--- config.mk ---
export PLATFORM = sky130hd
export DESIGN_NAME = sqs_accum
export DESIGN_NICKNAME = d
export VERILOG_FILES = /design/src/hw/rtl/sqs_pkg.sv /design/src/hw/rtl/sqs_accum.sv
export SDC_FILE = /design/constraint.sdc
export NUM_CORES = 1
export LEC_CHECK = 0
export ABC_AREA = 1
export BUFFER_PORTS_ARGS = -buffer_cell sky130_fd_sc_hd__buf_2
export CORE_MARGIN = 10
export CORE_UTILIZATION = 50
export CTS_CLUSTER_SIZE = 14
export DETAILED_ROUTE_END_ITERATION = 8
export HOLD_SLACK_MARGIN = 0.06
export PLACE_DENSITY = 0.78
export SYNTH_ARGS = -nofsm -noshare
export SYNTH_HDL_FRONTEND = slang
export SYNTH_SLANG_ARGS = --single-unit
--- constraint.sdc ---
create_clock -name clk -period 4.36 [get_ports clk]
set_input_delay 0.218 -clock clk [delete_from_list [all_inputs] [get_ports clk]]
set_output_delay 0.218 -clock clk [all_outputs]
set_load 0.05 [all_outputs]
--- src/hw/rtl/sqs_pkg.sv ---
package sqs_pkg;

    localparam int ALPHABET_SIZE = 26;
    localparam int SCORE_BITS    = 32;
    localparam int SUM_BITS      = 48;

    localparam int QUAD_LEN   = 4;
    localparam int HIST_LEN   = QUAD_LEN - 1;
    localparam int HCNT_W     = $clog2(QUAD_LEN);
    localparam int LETTER_W   = 5;
    localparam int INDEX_W    = 19;
    localparam int VALUE_W    = 32;
    localparam int OUT_SCORE_W = 48;
    localparam int KEY_W      = (ALPHABET_SIZE > 1) ? $clog2(ALPHABET_SIZE) : 1;
    localparam int ALPHA2     = ALPHABET_SIZE * ALPHABET_SIZE;
    localparam int ALPHA3     = ALPHA2 * ALPHABET_SIZE;
    localparam int QUAD_DEPTH = ALPHA3 * ALPHABET_SIZE;
    localparam int QUAD_W     = $clog2(QUAD_DEPTH);
    localparam int ADD_W      = ((SUM_BITS > SCORE_BITS) ? SUM_BITS : SCORE_BITS) + 1;

    localparam int IN_DATA_W  = 56;
    localparam int OUT_DATA_W = 56;

    typedef enum logic [1:0] {
        OP_KEY_WR     = 2'd0,
        OP_SCORE_WR   = 2'd1,
        OP_TEXT       = 2'd2,
        OP_CLEAR_BEST = 2'd3
    } opcode_t;

    typedef struct packed {
        logic                valid;
        opcode_t             op;
        logic [LETTER_W-1:0] plain;
        logic                last;
        logic                score_en;
    } stage_t;

    typedef struct packed {
        logic                  we;
        logic                  re;
        logic [QUAD_W-1:0]     addr;
        logic [SCORE_BITS-1:0] wdata;
    } ram_req_t;

endpackage

--- src/hw/rtl/sqs_accum.sv ---
module sqs_accum (
    input  logic                                  clk,
    input  logic                                  rst_n,
    input  logic                                  en,
    input  sqs_pkg::stage_t                       stage,
    input  logic [sqs_pkg::SCORE_BITS-1:0]        rdata,
    output logic                                  out_valid,
    output logic [sqs_pkg::LETTER_W-1:0]          out_plain,
    output logic [sqs_pkg::OUT_SCORE_W-1:0]       out_score,
    output logic                                  out_better,
    output logic                                  out_done
);

    logic [sqs_pkg::SUM_BITS-1:0]     sum_reg;
    logic [sqs_pkg::SUM_BITS-1:0]     best_reg;
    logic                             out_valid_reg;
    logic [sqs_pkg::LETTER_W-1:0]     out_plain_reg;
    logic [sqs_pkg::OUT_SCORE_W-1:0]  out_score_reg;
    logic                             out_better_reg;
    logic                             out_done_reg;

    logic                             is_text;
    logic                             is_clear;
    logic [sqs_pkg::SCORE_BITS-1:0]   addend;
    logic [sqs_pkg::ADD_W-1:0]        raw_sum;
    logic [sqs_pkg::SUM_BITS-1:0]     sum_next;
    logic                             better;

    assign is_text  = stage.valid && (stage.op == sqs_pkg::OP_TEXT);
    assign is_clear = stage.valid && (stage.op == sqs_pkg::OP_CLEAR_BEST);
    assign addend   = stage.score_en ? rdata : '0;
    assign raw_sum  = sqs_pkg::ADD_W'(sum_reg) + sqs_pkg::ADD_W'(addend);

    always_comb
    begin
        if (raw_sum[sqs_pkg::ADD_W-1:sqs_pkg::SUM_BITS] != '0)
        begin
            sum_next = '1;
        end
        else
        begin
            sum_next = raw_sum[sqs_pkg::SUM_BITS-1:0];
        end
    end

    assign better = stage.last && (sum_next > best_reg);

    always_ff @(posedge clk or negedge rst_n)
    begin
        if (!rst_n)
        begin
            sum_reg       <= '0;
            best_reg      <= '0;
            out_valid_reg <= 1'b0;
        end
        else if (en)
        begin
            out_valid_reg <= is_text;
            if (is_text)
            begin
                sum_reg <= stage.last ? '0 : sum_next;
                if (better)
                begin
                    best_reg <= sum_next;
                end
            end
            else if (is_clear)
            begin
                best_reg <= '0;
            end
        end
    end

    always_ff @(posedge clk)
    begin
        if (en)
        begin
            out_plain_reg  <= stage.plain;
            out_score_reg  <= sqs_pkg::OUT_SCORE_W'(sum_next);
            out_better_reg <= better;
            out_done_reg   <= stage.last;
        end
    end

    assign out_valid  = out_valid_reg;
    assign out_plain  = out_plain_reg;
    assign out_score  = out_score_reg;
    assign out_better = out_better_reg;
    assign out_done   = out_done_reg;

endmodule

==> results.md <==
- Post-CTS Resized: 0
- Post-Syn Area: 10,700 µm²
- Crit path capture type: flop
- Yosys reg bits: 152
- HP Start: en
- Vias in the first global route: 9,808
- Hold Path End: out_score[24]
- Drt wl/cell: 16.4 µm
- Setup repair bufs after CTS: 0
- Crit path DAT: 4.38 ns
- Max cap viols: 0
- Synthesis-to-layout area growth: 16.6%
- Slew @ Worst Pin: 0.799 ns
- Worst r2r dst: best_reg[9]
- Required time of the critical path: 4.74 ns
- Initial antenna violation count: 0
- Synth warn: 0
- Pin count of the biggest net entering global routing: 60
- Setup Crit Path Kind: reg2reg
- Sequential area share after synthesis: 0.380
- Drt pass-1 iters: 5
- Hold_buf cts: 7
- Reg2reg start: sum_reg[6]
- Peak supply drop: 0.000255 V
- Reg2Reg Setup Slack: 0.36 ns
- GRT Overall Usage: 0.235
- Vias per inst: 5.04
- Final min period: 4.00 ns
- I/O pins: 101
- I/O Buffers: 100
- Final setup vio count: 0
- Achievable Freq: 0.250 GHz
- Worst clock skew: 0.0142 ns
- Total Routed Length: 32,400 µm
- Die area: 27,800 µm²
- # DRC: 0
- Starting Density: 0.510
- Status: finished, final reports clean
- Share of layout cells above drive strength 1: 0.148
- Worst min-delay path class: in2reg
- Worst-skew pair later-pin latency: 0.44 ns
- RSZ-0062 raised after global routing: no
- Pwr Density: 451 nW/µm²
- Average footprint of a synthesized cell: 6.98 µm²
- Ant diodes: 0
- Synth Net Count: 1,666
- Num CTS Buffers: 17
- Setup_tns: 0 ns
- Post-synth cell types: 40
- Final Wtd Congestion: 0.969
- CTS sink cnt: 152
- Tcrit/Tclk final: 0.918
- H-tree Lvls: 4
- Core area: 21,100 µm²
- CTS tree: built
- Slew Limit Fails: 0
- Leakage Power: 0.00719 µW
- Crit-path max FO: 25
- First-pass GRT wire length: 52,700 µm
- Global route overflow: 0
- Hold path depth: 1
- Relative slew slack: 0.467
- WHS: 0.334 ns
- Die H: 167 µm
- Die width: 167 µm
- R2r worst-path depth: 25
- Vias: 9,957
- Starting DRT DRC Count: 743
- Final nets: 1,815
- Detail Route Antenna Nets: 0
- Reg clk slew, reported paths: 0.07 ns
- HPWL Detailed: 26,300 µm
- Setup crit start kind: flop
- Final Hold Vio Count: 0
- Clk buf depth: 2
- # rows: 53
- Synthesized instance count: 1,540
- Root buffer cell: clkbuf_16
==> critical path, cell delays in order (launching register included) <==
cell and delay [ns]:
dfrtp_1 0.39, ha_1 0.36, nand2_1 0.13, nor2_1 0.33, nand3_1 0.21, nand3_1 0.23
buf_4 0.16, nand3_1 0.15, nand4_1 0.21, nand3_2 0.16, ha_1 0.33, nand2_1 0.05
nor2_1 0.08, nand2_1 0.09, nor2_2 0.17, inv_2 0.05, nor2_2 0.09, nand3_1 0.07
nand2_1 0.07, inv_2 0.04, nand2_4 0.08, nand2_2 0.07, nand2_4 0.08, buf_12 0.18
nand2_1 0.08, nand2_1 0.06
==> through the flow <==
stage,total power [µW],setup slack (ns),cell area (µm²),util,cells
final,5650,0.357,12500,0.594,1977
after global routing,6020,0.0225,12500,0.594,1977
after CTS,5670,0.397,12500,0.594,1977
after detailed placement,4150,0.0477,11900,0.563,1938
after global placement,4080,0.101,11900,0.563,1938
after floorplan,3390,0.830,10700,-,1540
==> area by class of cell <==
| cell class | instances | area [µm²] |
|---|---|---|
| sequential | 152 | 4080 |
| clock buffer | 18 | 429 |
| timing repair buffer | 157 | 1020 |
| tap | 275 | 344 |
| multi-input combinational | 1084 | 5450 |
| inverter | 277 | 1040 |
| fill | 1987 | 8560 |
| clock inverter | 14 | 160 |
==> per-layer routing <==
| layer | global-route usage | vias to the layer above | routed length (µm) |
|---|---|---|---|
| met1 | 0.335 | 4569 | 15400 |
| met5 | 0 | - | 0 |
| met3 | 0.0431 | 35 | 2290 |
| li1 | - | 5027 | - |
| met4 | 0.0653 | 0 | 644 |
| met2 | 0.357 | 326 | 14100 |
==> synthesized netlist by cell type, drive strengths merged <==
cell	instances	share of area
o21a	3	0.0021
fa	1	0.0019
inv	277	0.097
a21o	3	0.0021
clkbuf	8	0.0028
dfrtp	97	0.23
nand3b	1	0.00070
and2	2	0.0012
o21ai	21	0.0098
xnor2	2	0.0016
nor3	14	0.0075
a31o	1	0.00082
nand3	88	0.055
o21bai	2	0.0014
edfxtp	55	0.15
a21oi	45	0.021
nor2	91	0.034
nand2	685	0.25
ha	80	0.093
xor2	11	0.0090
buf	19	0.014
nor4	2	0.0012
nand4	19	0.011
or2	13	0.0076
==> cell families after synthesis <==
group                      after synthesis  share of synthesized area
and+or+nand+nor                        915                      0.363
adders and majority gates               81                     0.0950
DFF                                    152                      0.380
AOI/OAI and AO/OA                       75                     0.0375
xor gates and xnor gates                13                     0.0106
buffers and inverters                  304                      0.114
==> layout by cell type, fill, tap and decap left out, drive strengths merged <==
| master | count |
|---|---|
| bufinv | 1 |
| clkbuf | 18 |
| nand2 | 685 |
| clkinv | 4 |
| xor2 | 11 |
| clkinvlp | 3 |
| edfxtp | 55 |
| and2 | 2 |
| nor2 | 91 |
| dlygate4sd3 | 7 |
| xnor2 | 2 |
| o21ai | 21 |
| nor4 | 2 |
| fa | 1 |
| nor3 | 14 |
| o21a | 3 |
| buf | 150 |
| dfrtp | 97 |
| ha | 80 |
| inv | 283 |
| o21bai | 2 |
| nand3b | 1 |
| a21o | 3 |
| a21oi | 45 |
| nand4 | 19 |
| or2 | 13 |
| a31o | 1 |
| nand3 | 88 |
==> how the worst max path moves through the flow <==
stage | cells past startpoint | to | slack [ns] | from
floorplan | 29 | best_reg[0] | 0.83 | sum_reg[0]
global placement | 28 | best_reg[24] | 0.10 | stage[0]
detailed placement | 28 | best_reg[9] | 0.05 | stage[0]
CTS | 29 | best_reg[9] | 0.40 | sum_reg[0]
global route | 28 | best_reg[35] | 0.02 | sum_reg[0]
finish | 25 | best_reg[9] | 0.36 | sum_reg[6]
==> report_power, final <==
group          switching (µW)  internal [µW]
Combinational            1480            755
Clock                     697            812
Sequential                138           1770
Total                    2320           3340
No activity file was read; power rests on OpenSTA's default activity.
