### config.mk
export PLATFORM = sky130hd
export DESIGN_NAME = sqs_front
export DESIGN_NICKNAME = d
export VERILOG_FILES = /design/src/hw/rtl/sqs_pkg.sv /design/src/hw/rtl/sqs_front.sv
export SDC_FILE = /design/constraint.sdc
export NUM_CORES = 1
export LEC_CHECK = 0
export BUFFER_PORTS_ARGS = -buffer_cell sky130_fd_sc_hd__buf_2
export CAP_MARGIN = 20
export CORE_MARGIN = 2
export CORE_UTILIZATION = 58
export DETAILED_ROUTE_END_ITERATION = 8
export MAX_ROUTING_LAYER = met4
export PLACE_DENSITY = 0.75
export SLEW_MARGIN = 40
export SYNTH_ARGS = -nofsm -noshare
export SYNTH_HDL_FRONTEND = slang
export SYNTH_SLANG_ARGS = --single-unit
export TNS_END_PERCENT = 100
### constraint.sdc
create_clock -name clk -period 8.4 [get_ports clk]
set_clock_uncertainty 0.1 [all_clocks]
set_input_delay 0.42 -clock clk [delete_from_list [all_inputs] [get_ports clk]]
set_output_delay 0.42 -clock clk [all_outputs]
set_load 0.05 [all_outputs]
### src/hw/rtl/sqs_pkg.sv
package sqs_pkg;

    localparam int ALPHABET_SIZE = 26;
    localparam int SCORE_BITS    = 32;
    localparam int SUM_BITS      = 48;

    localparam int QUAD_LEN   = 4;
    localparam int HIST_LEN   = QUAD_LEN - 1;
    localparam int HCNT_W     = $clog2(QUAD_LEN);
    localparam int LETTER_W   = 5;
    localparam int INDEX_W    = 19;
    localparam int VALUE_W    = 32;
    localparam int OUT_SCORE_W = 48;
    localparam int KEY_W      = (ALPHABET_SIZE > 1) ? $clog2(ALPHABET_SIZE) : 1;
    localparam int ALPHA2     = ALPHABET_SIZE * ALPHABET_SIZE;
    localparam int ALPHA3     = ALPHA2 * ALPHABET_SIZE;
    localparam int QUAD_DEPTH = ALPHA3 * ALPHABET_SIZE;
    localparam int QUAD_W     = $clog2(QUAD_DEPTH);
    localparam int ADD_W      = ((SUM_BITS > SCORE_BITS) ? SUM_BITS : SCORE_BITS) + 1;

    localparam int IN_DATA_W  = 56;
    localparam int OUT_DATA_W = 56;

    typedef enum logic [1:0] {
        OP_KEY_WR     = 2'd0,
        OP_SCORE_WR   = 2'd1,
        OP_TEXT       = 2'd2,
        OP_CLEAR_BEST = 2'd3
    } opcode_t;

    typedef struct packed {
        logic                valid;
        opcode_t             op;
        logic [LETTER_W-1:0] plain;
        logic                last;
        logic                score_en;
    } stage_t;

    typedef struct packed {
        logic                  we;
        logic                  re;
        logic [QUAD_W-1:0]     addr;
        logic [SCORE_BITS-1:0] wdata;
    } ram_req_t;

endpackage

### src/hw/rtl/sqs_front.sv
module sqs_front (
    input  logic                                  clk,
    input  logic                                  rst_n,
    input  logic                                  en,
    input  logic                                  in_valid,
    input  logic [1:0]                            in_op,
    input  logic [sqs_pkg::INDEX_W-1:0]           in_index,
    input  logic [sqs_pkg::VALUE_W-1:0]           in_value,
    input  logic [sqs_pkg::LETTER_W-1:0]          in_letter,
    input  logic                                  in_last,
    output sqs_pkg::ram_req_t                     ram_req,
    output sqs_pkg::stage_t                       stage
);

    logic                           s1_valid_reg;
    sqs_pkg::opcode_t               s1_op_reg;
    logic [sqs_pkg::INDEX_W-1:0]    s1_index_reg;
    logic [sqs_pkg::VALUE_W-1:0]    s1_value_reg;
    logic [sqs_pkg::LETTER_W-1:0]   s1_letter_reg;
    logic                           s1_last_reg;

    logic [sqs_pkg::LETTER_W-1:0]   key_reg [sqs_pkg::ALPHABET_SIZE];
    logic [sqs_pkg::LETTER_W-1:0]   hist_reg [sqs_pkg::HIST_LEN];
    logic [sqs_pkg::HCNT_W-1:0]     hcnt_reg;
    logic [sqs_pkg::HCNT_W-1:0]     hcnt_next;
    sqs_pkg::stage_t                stage_reg;
    sqs_pkg::stage_t                stage_next;

    logic                           is_text;
    logic                           key_wr;
    logic                           score_wr;
    logic [sqs_pkg::LETTER_W-1:0]   plain;
    logic                           quad_ok;
    logic [sqs_pkg::QUAD_W-1:0]     quad_idx;

    assign is_text  = s1_valid_reg && (s1_op_reg == sqs_pkg::OP_TEXT);
    assign key_wr   = s1_valid_reg && (s1_op_reg == sqs_pkg::OP_KEY_WR)
                      && (s1_index_reg < sqs_pkg::ALPHABET_SIZE);
    assign score_wr = s1_valid_reg && (s1_op_reg == sqs_pkg::OP_SCORE_WR)
                      && (s1_index_reg < sqs_pkg::QUAD_DEPTH);

    always_comb
    begin
        if (s1_letter_reg < sqs_pkg::ALPHABET_SIZE)
        begin
            plain = key_reg[s1_letter_reg[sqs_pkg::KEY_W-1:0]];
        end
        else
        begin
            plain = '0;
        end
    end

    assign quad_ok = (hcnt_reg == sqs_pkg::HCNT_W'(sqs_pkg::HIST_LEN))
                     && (hist_reg[0] < sqs_pkg::ALPHABET_SIZE)
                     && (hist_reg[1] < sqs_pkg::ALPHABET_SIZE)
                     && (hist_reg[2] < sqs_pkg::ALPHABET_SIZE)
                     && (plain < sqs_pkg::ALPHABET_SIZE);

    assign quad_idx = sqs_pkg::QUAD_W'(hist_reg[0]) * sqs_pkg::QUAD_W'(sqs_pkg::ALPHA3)
                    + sqs_pkg::QUAD_W'(hist_reg[1]) * sqs_pkg::QUAD_W'(sqs_pkg::ALPHA2)
                    + sqs_pkg::QUAD_W'(hist_reg[2]) * sqs_pkg::QUAD_W'(sqs_pkg::ALPHABET_SIZE)
                    + sqs_pkg::QUAD_W'(plain);

    always_comb
    begin
        ram_req.we    = en && score_wr;
        ram_req.re    = en && is_text;
        ram_req.addr  = score_wr ? sqs_pkg::QUAD_W'(s1_index_reg) : quad_idx;
        ram_req.wdata = sqs_pkg::SCORE_BITS'(s1_value_reg);
    end

    always_comb
    begin
        hcnt_next = hcnt_reg;
        if (s1_last_reg)
        begin
            hcnt_next = '0;
        end
        else if (hcnt_reg != sqs_pkg::HCNT_W'(sqs_pkg::HIST_LEN))
        begin
            hcnt_next = hcnt_reg + 1'b1;
        end
    end

    always_comb
    begin
        stage_next.valid    = s1_valid_reg;
        stage_next.op       = s1_op_reg;
        stage_next.plain    = plain;
        stage_next.last     = s1_last_reg;
        stage_next.score_en = quad_ok;
    end

    always_ff @(posedge clk or negedge rst_n)
    begin
        if (!rst_n)
        begin
            s1_valid_reg <= 1'b0;
            hcnt_reg     <= '0;
            stage_reg    <= '0;
        end
        else if (en)
        begin
            s1_valid_reg <= in_valid;
            stage_reg    <= stage_next;
            if (is_text)
            begin
                hcnt_reg <= hcnt_next;
            end
        end
    end

    always_ff @(posedge clk)
    begin
        if (en)
        begin
            s1_op_reg     <= sqs_pkg::opcode_t'(in_op);
            s1_index_reg  <= in_index;
            s1_value_reg  <= in_value;
            s1_letter_reg <= in_letter;
            s1_last_reg   <= in_last;
            if (is_text)
            begin
                hist_reg[0] <= hist_reg[1];
                hist_reg[1] <= hist_reg[2];
                hist_reg[2] <= plain;
            end
            if (key_wr)
            begin
                key_reg[s1_index_reg[sqs_pkg::KEY_W-1:0]] <= s1_letter_reg;
            end
        end
    end

    assign stage = stage_reg;

endmodule

==> results summary <==
The count of warnings emitted by yosys came out at 0. The post-synthesis cell count came out at 711. The delay of the slowest critical-path stage came out at 560 ps.

The number of flops mapped to enable cells by yosys came out at 204. In this run, synthesis produced a sequential element count of 222. After synthesis, the largest family of logic cells by area is adder cells. In this run the cell area of the synthesized design comes to 10800 um^2. The congestion estimate from routability-driven global placement came to 0.919. The number of sinks on the clock net came out at 222. The leading area contributor after synthesis is sky130_fd_sc_hd__edfxtp_1. Sorting the synthesized cells by how often they occur yields sky130_fd_sc_hd__edfxtp_1, sky130_fd_sc_hd__ha_1, sky130_fd_sc_hd__inv_1, sky130_fd_sc_hd__nor2_1, sky130_fd_sc_hd__mux4_2.

The cell depth of the worst min-delay path is 1. The power density of the placed cells came out at 249 nW/um^2. The number of diodes added for antenna fixing is 0. The die footprint is 19700 um^2. The synthesized netlist devotes 6.54% of its cell area to compound gates. The startpoint identified for the worst hold timing path is in_letter[4]. The initial antenna violation count came out at 0. In the synthesized netlist the async set-or-reset flop fraction comes to 5.86%. The maximum count of clock buffers along a single path came out at 3. Counting every net in the synthesized netlist gives 870. The number of buffers created by CTS is 23. Wires add up to 24300 um. The floorplan has 49 rows.

Setup repair after global routing left no endpoint under its margin. The footprint of the multi-input gates came out at 3960 um^2. The length in cells of the worst reg-to-reg path came out at 7. The mean instance size in the synthesized netlist came out at 15.2 um^2. Clock-pin slew was measured on the worst setup and hold paths at 60 ps. The worst-margin pin slew is 710 ps. The total via count in the routed design is 6726. TritonCTS built the clock tree. The routed wire length per instance came out at 21.0 um. The unique cell type count in the Yosys netlist came out at 59. The wire-length estimate of the detail-placed layout is 16400 um.

In this run the top signal layer used is met4. The total power came out at 0.00324 W. The count of pins over their slew limit came out at 0. STA puts the critical path data arrival time at 6150 ps. The final-layout fill cell count is 1090. In the routed layout, each cell is associated on average with a via count of 5.81. The total routing resource utilization after global routing is 25.8%. The max-slew headroom at the worst pin came out at 52.6%. STA classifies the critical path endpoint as an output pin. The number of port buffers came out at 125.

Based on the critical path, the design can be clocked at up to 150 MHz. After global routing the overflow that remains totals 0. Setup violations remaining at the end of the flow were counted as 0. In this run the standard cell core region covers 18100 um^2. The worst setup path is of the register to output pin kind. In the detailed route, the total length drawn on met2 is 11900 um. The post-synthesis adder-cell area fraction came out at 12.4%. The first TritonRoute pass finished after 5 iterations. By instance count, the leading cell after synthesis is sky130_fd_sc_hd__edfxtp_1. For the worst-skew pair, the clock arrives at the later sink with an insertion delay of 520 ps. The slowest stage of the critical path is the sky130_fd_sc_hd__dfxtp_2 cell. The analysis attributes to cell leakage a power of 5.21 nW. The endpoint required time on the critical path is 7880 ps. The count of nets left with antenna violations once routing finished came out at 0. The area fraction of the dominant cell type after synthesis came out at 56.7%. The largest net degree at the start of global routing came out at 78. Cells fill 72.0% of the core in the end.

By area the synthesized netlist is led by sky130_fd_sc_hd__edfxtp_1, sky130_fd_sc_hd__ha_1, sky130_fd_sc_hd__mux4_2, sky130_fd_sc_hd__fa_1, sky130_fd_sc_hd__dfrtp_1. The worst-case register-to-register setup slack came out at 5150 ps. The worst min-delay path endpoint is s1_letter_reg[4].

The flow ran to the end, and the final reports show no timing, DRC or antenna violations. The aggregate negative setup slack is 0 ps. The final-layout worst hold slack came out at 10.3 ps. The wire length the detailed router placed on met1 came out at 10300 um. The via count of the first global-routing pass came out at 6886. The mux share of post-synthesis cell area came out at 9.51%. Subtracting the final worst setup slack from the clock period gives 6670 ps. Summed over all nets, wire length on met3 after detailed routing comes to 1600 um. The peak supply drop is 0.194 mV. The worst hold path belongs to the class primary input to register. The number of primary I/O pins came out at 126. The count of final hold-check violations came out at 0.

The worst register-to-register path ends at stage[0]. The xor/xnor share of the synthesized area came out at 2.60%. Of all nets on the critical path, the largest fanout is 28. The final-stage net count came out at 1071. The cell sitting at the root of the clock tree is a sky130_fd_sc_hd__clkbuf_16. The post-route netlist has 23.4% of its cells at a drive strength greater than 1. The area taken by flip-flops and latches is 6550 um^2. The area added between synthesis and finish came out at 20.7%. STA classifies the critical path startpoint as a register. The CTS H-tree depth came out at 1. The flip-flop count of the largest register after layout is 130.

In the synthesized netlist the dominant register cell turns out to be sky130_fd_sc_hd__edfxtp_1. The final critical path takes up 79.4% of the cycle. Measured along the y axis, the die boundary spans 140 um. The fraction of the yosys area taken by sequential cells came out at 60.7%. The max-cap check violation count came out at 0. Walking the worst path, the cells encountered are buf_4, mux4_2, a22o_1, a221oi_1, o21ai_1, inv_1, fa_1, fa_1, inv_1, ha_1, inv_1, fa_1, nor2b_1, o31a_1, o31ai_1, o21ai_1, a21oi_1, xnor2_1, mux2_1, buf_2. The area fraction in and, or, nand and nor cells after synthesis is 5.62%. The initial core utilization is 59.7%. The post-CTS setup-driven buffer insertion count is 0. The die is 140 um wide.

The wire length of the first global-routing pass came out at 37800 um. The final routed DRC violation total came out at 0. The iteration-0 DRC count of the detailed router is 561.
[worst max path at each step]
stage	end	start	cells after the start	slack, ps
after detailed placement	ram_req[47]	register	20	2270
after global placement	ram_req[47]	register	20	2410
final	ram_req[47]	register	20	1730
after CTS	ram_req[47]	register	20	1720
after floorplan	ram_req[50]	hist_reg[0][11]	19	2770
after global routing	ram_req[47]	register	20	1380
[logic make-up after synthesis]
group / Yosys count
flip-flops: 222
AND/OR/NAND/NOR: 129
AO/OA/AOI/OAI: 102
adder cells (fa/ha/maj): 96
buffers and inverters: 70
multiplexers: 60
XOR/XNOR: 32
[worst max-delay path: cells and delay by family, from the launching register on]
kind	cells	cell delay, ps
compound gates	7	1710
fa+ha+maj	4	1390
buf+inv	5	960
mux	2	850
flops	1	560
xor+xnor	1	90
simple gates	1	70
[where the power goes]
| part | switching (W) | total, W | internal (W) |
|---|---|---|---|
| Combinational | 0.000635 | 0.000959 | 0.000324 |
| Sequential | 0.0000377 | 0.00130 | 0.00126 |
| Clock | 0.000412 | 0.000991 | 0.000578 |
| Total | 0.00108 | 0.00324 | 0.00216 |
[cells in the final DEF (no fill, tap or decap), types with 5 or more instances in the layout]
master | netlist | final
sky130_fd_sc_hd__a21o_1 | 14 | 14
sky130_fd_sc_hd__a21oi_1 | 25 | 25
sky130_fd_sc_hd__a221oi_1 | 5 | 5
sky130_fd_sc_hd__a22o_1 | 5 | 5
sky130_fd_sc_hd__buf_2 | 6 | 124
sky130_fd_sc_hd__clkbuf_1 | 6 | 11
sky130_fd_sc_hd__clkbuf_16 | 0 | 23
sky130_fd_sc_hd__dfrtp_1 | 13 | 13
sky130_fd_sc_hd__dlygate4sd3_1 | 0 | 58
sky130_fd_sc_hd__edfxtp_1 | 204 | 204
sky130_fd_sc_hd__fa_1 | 18 | 18
sky130_fd_sc_hd__ha_1 | 78 | 78
sky130_fd_sc_hd__inv_1 | 55 | 55
sky130_fd_sc_hd__mux2_1 | 8 | 8
sky130_fd_sc_hd__mux2_2 | 15 | 15
sky130_fd_sc_hd__mux4_2 | 31 | 31
sky130_fd_sc_hd__nand2_1 | 23 | 23
sky130_fd_sc_hd__nand2b_1 | 10 | 10
sky130_fd_sc_hd__nand3_1 | 5 | 5
sky130_fd_sc_hd__nor2_1 | 55 | 55
sky130_fd_sc_hd__nor2b_1 | 9 | 9
sky130_fd_sc_hd__nor3_1 | 8 | 8
sky130_fd_sc_hd__o211ai_1 | 8 | 8
sky130_fd_sc_hd__o21ai_0 | 8 | 8
sky130_fd_sc_hd__o21ai_1 | 5 | 5
sky130_fd_sc_hd__xnor2_1 | 25 | 25
sky130_fd_sc_hd__xor2_1 | 7 | 7
[per-layer routing]
metal | GRT usage [%] | vias up
met5 | - | -
met4 | 5.79 | 0
met3 | 4.34 | 43
met2 | 42.1 | 308
met1 | 34.8 | 3271
li1 | - | 3104
[final cells by class]
cell class              instances  share of cell area (%)
clock buffers                  34                    4.74
inverters                      55                    1.58
well taps                     229                    2.20
flip-flops and latches        222                    50.3
repair buffers                191                    9.91
multi-input cells             419                    30.4
clock inverters                 8                   0.884
[stage by stage]
stage | cells | setup slack [ps] | area (um^2)
final | 1158 | 1730 | 13000
after global routing | 1158 | 1380 | 13000
after CTS | 1154 | 1720 | 13000
after detailed placement | 1054 | 2270 | 11700
after global placement | 1054 | 2410 | 11700
after floorplan | 711 | 2770 | 10800
[timing repair]
| item | 4_1_cts | 5_1_grt |
|---|---|---|
| endpoints found under the setup margin | 0 | 0 |
| hold buffers | 58 | 0 |
| endpoints found under the hold margin | 70 | 0 |
| resized for setup | 0 | 0 |
(Power assumes the default switching activity.)
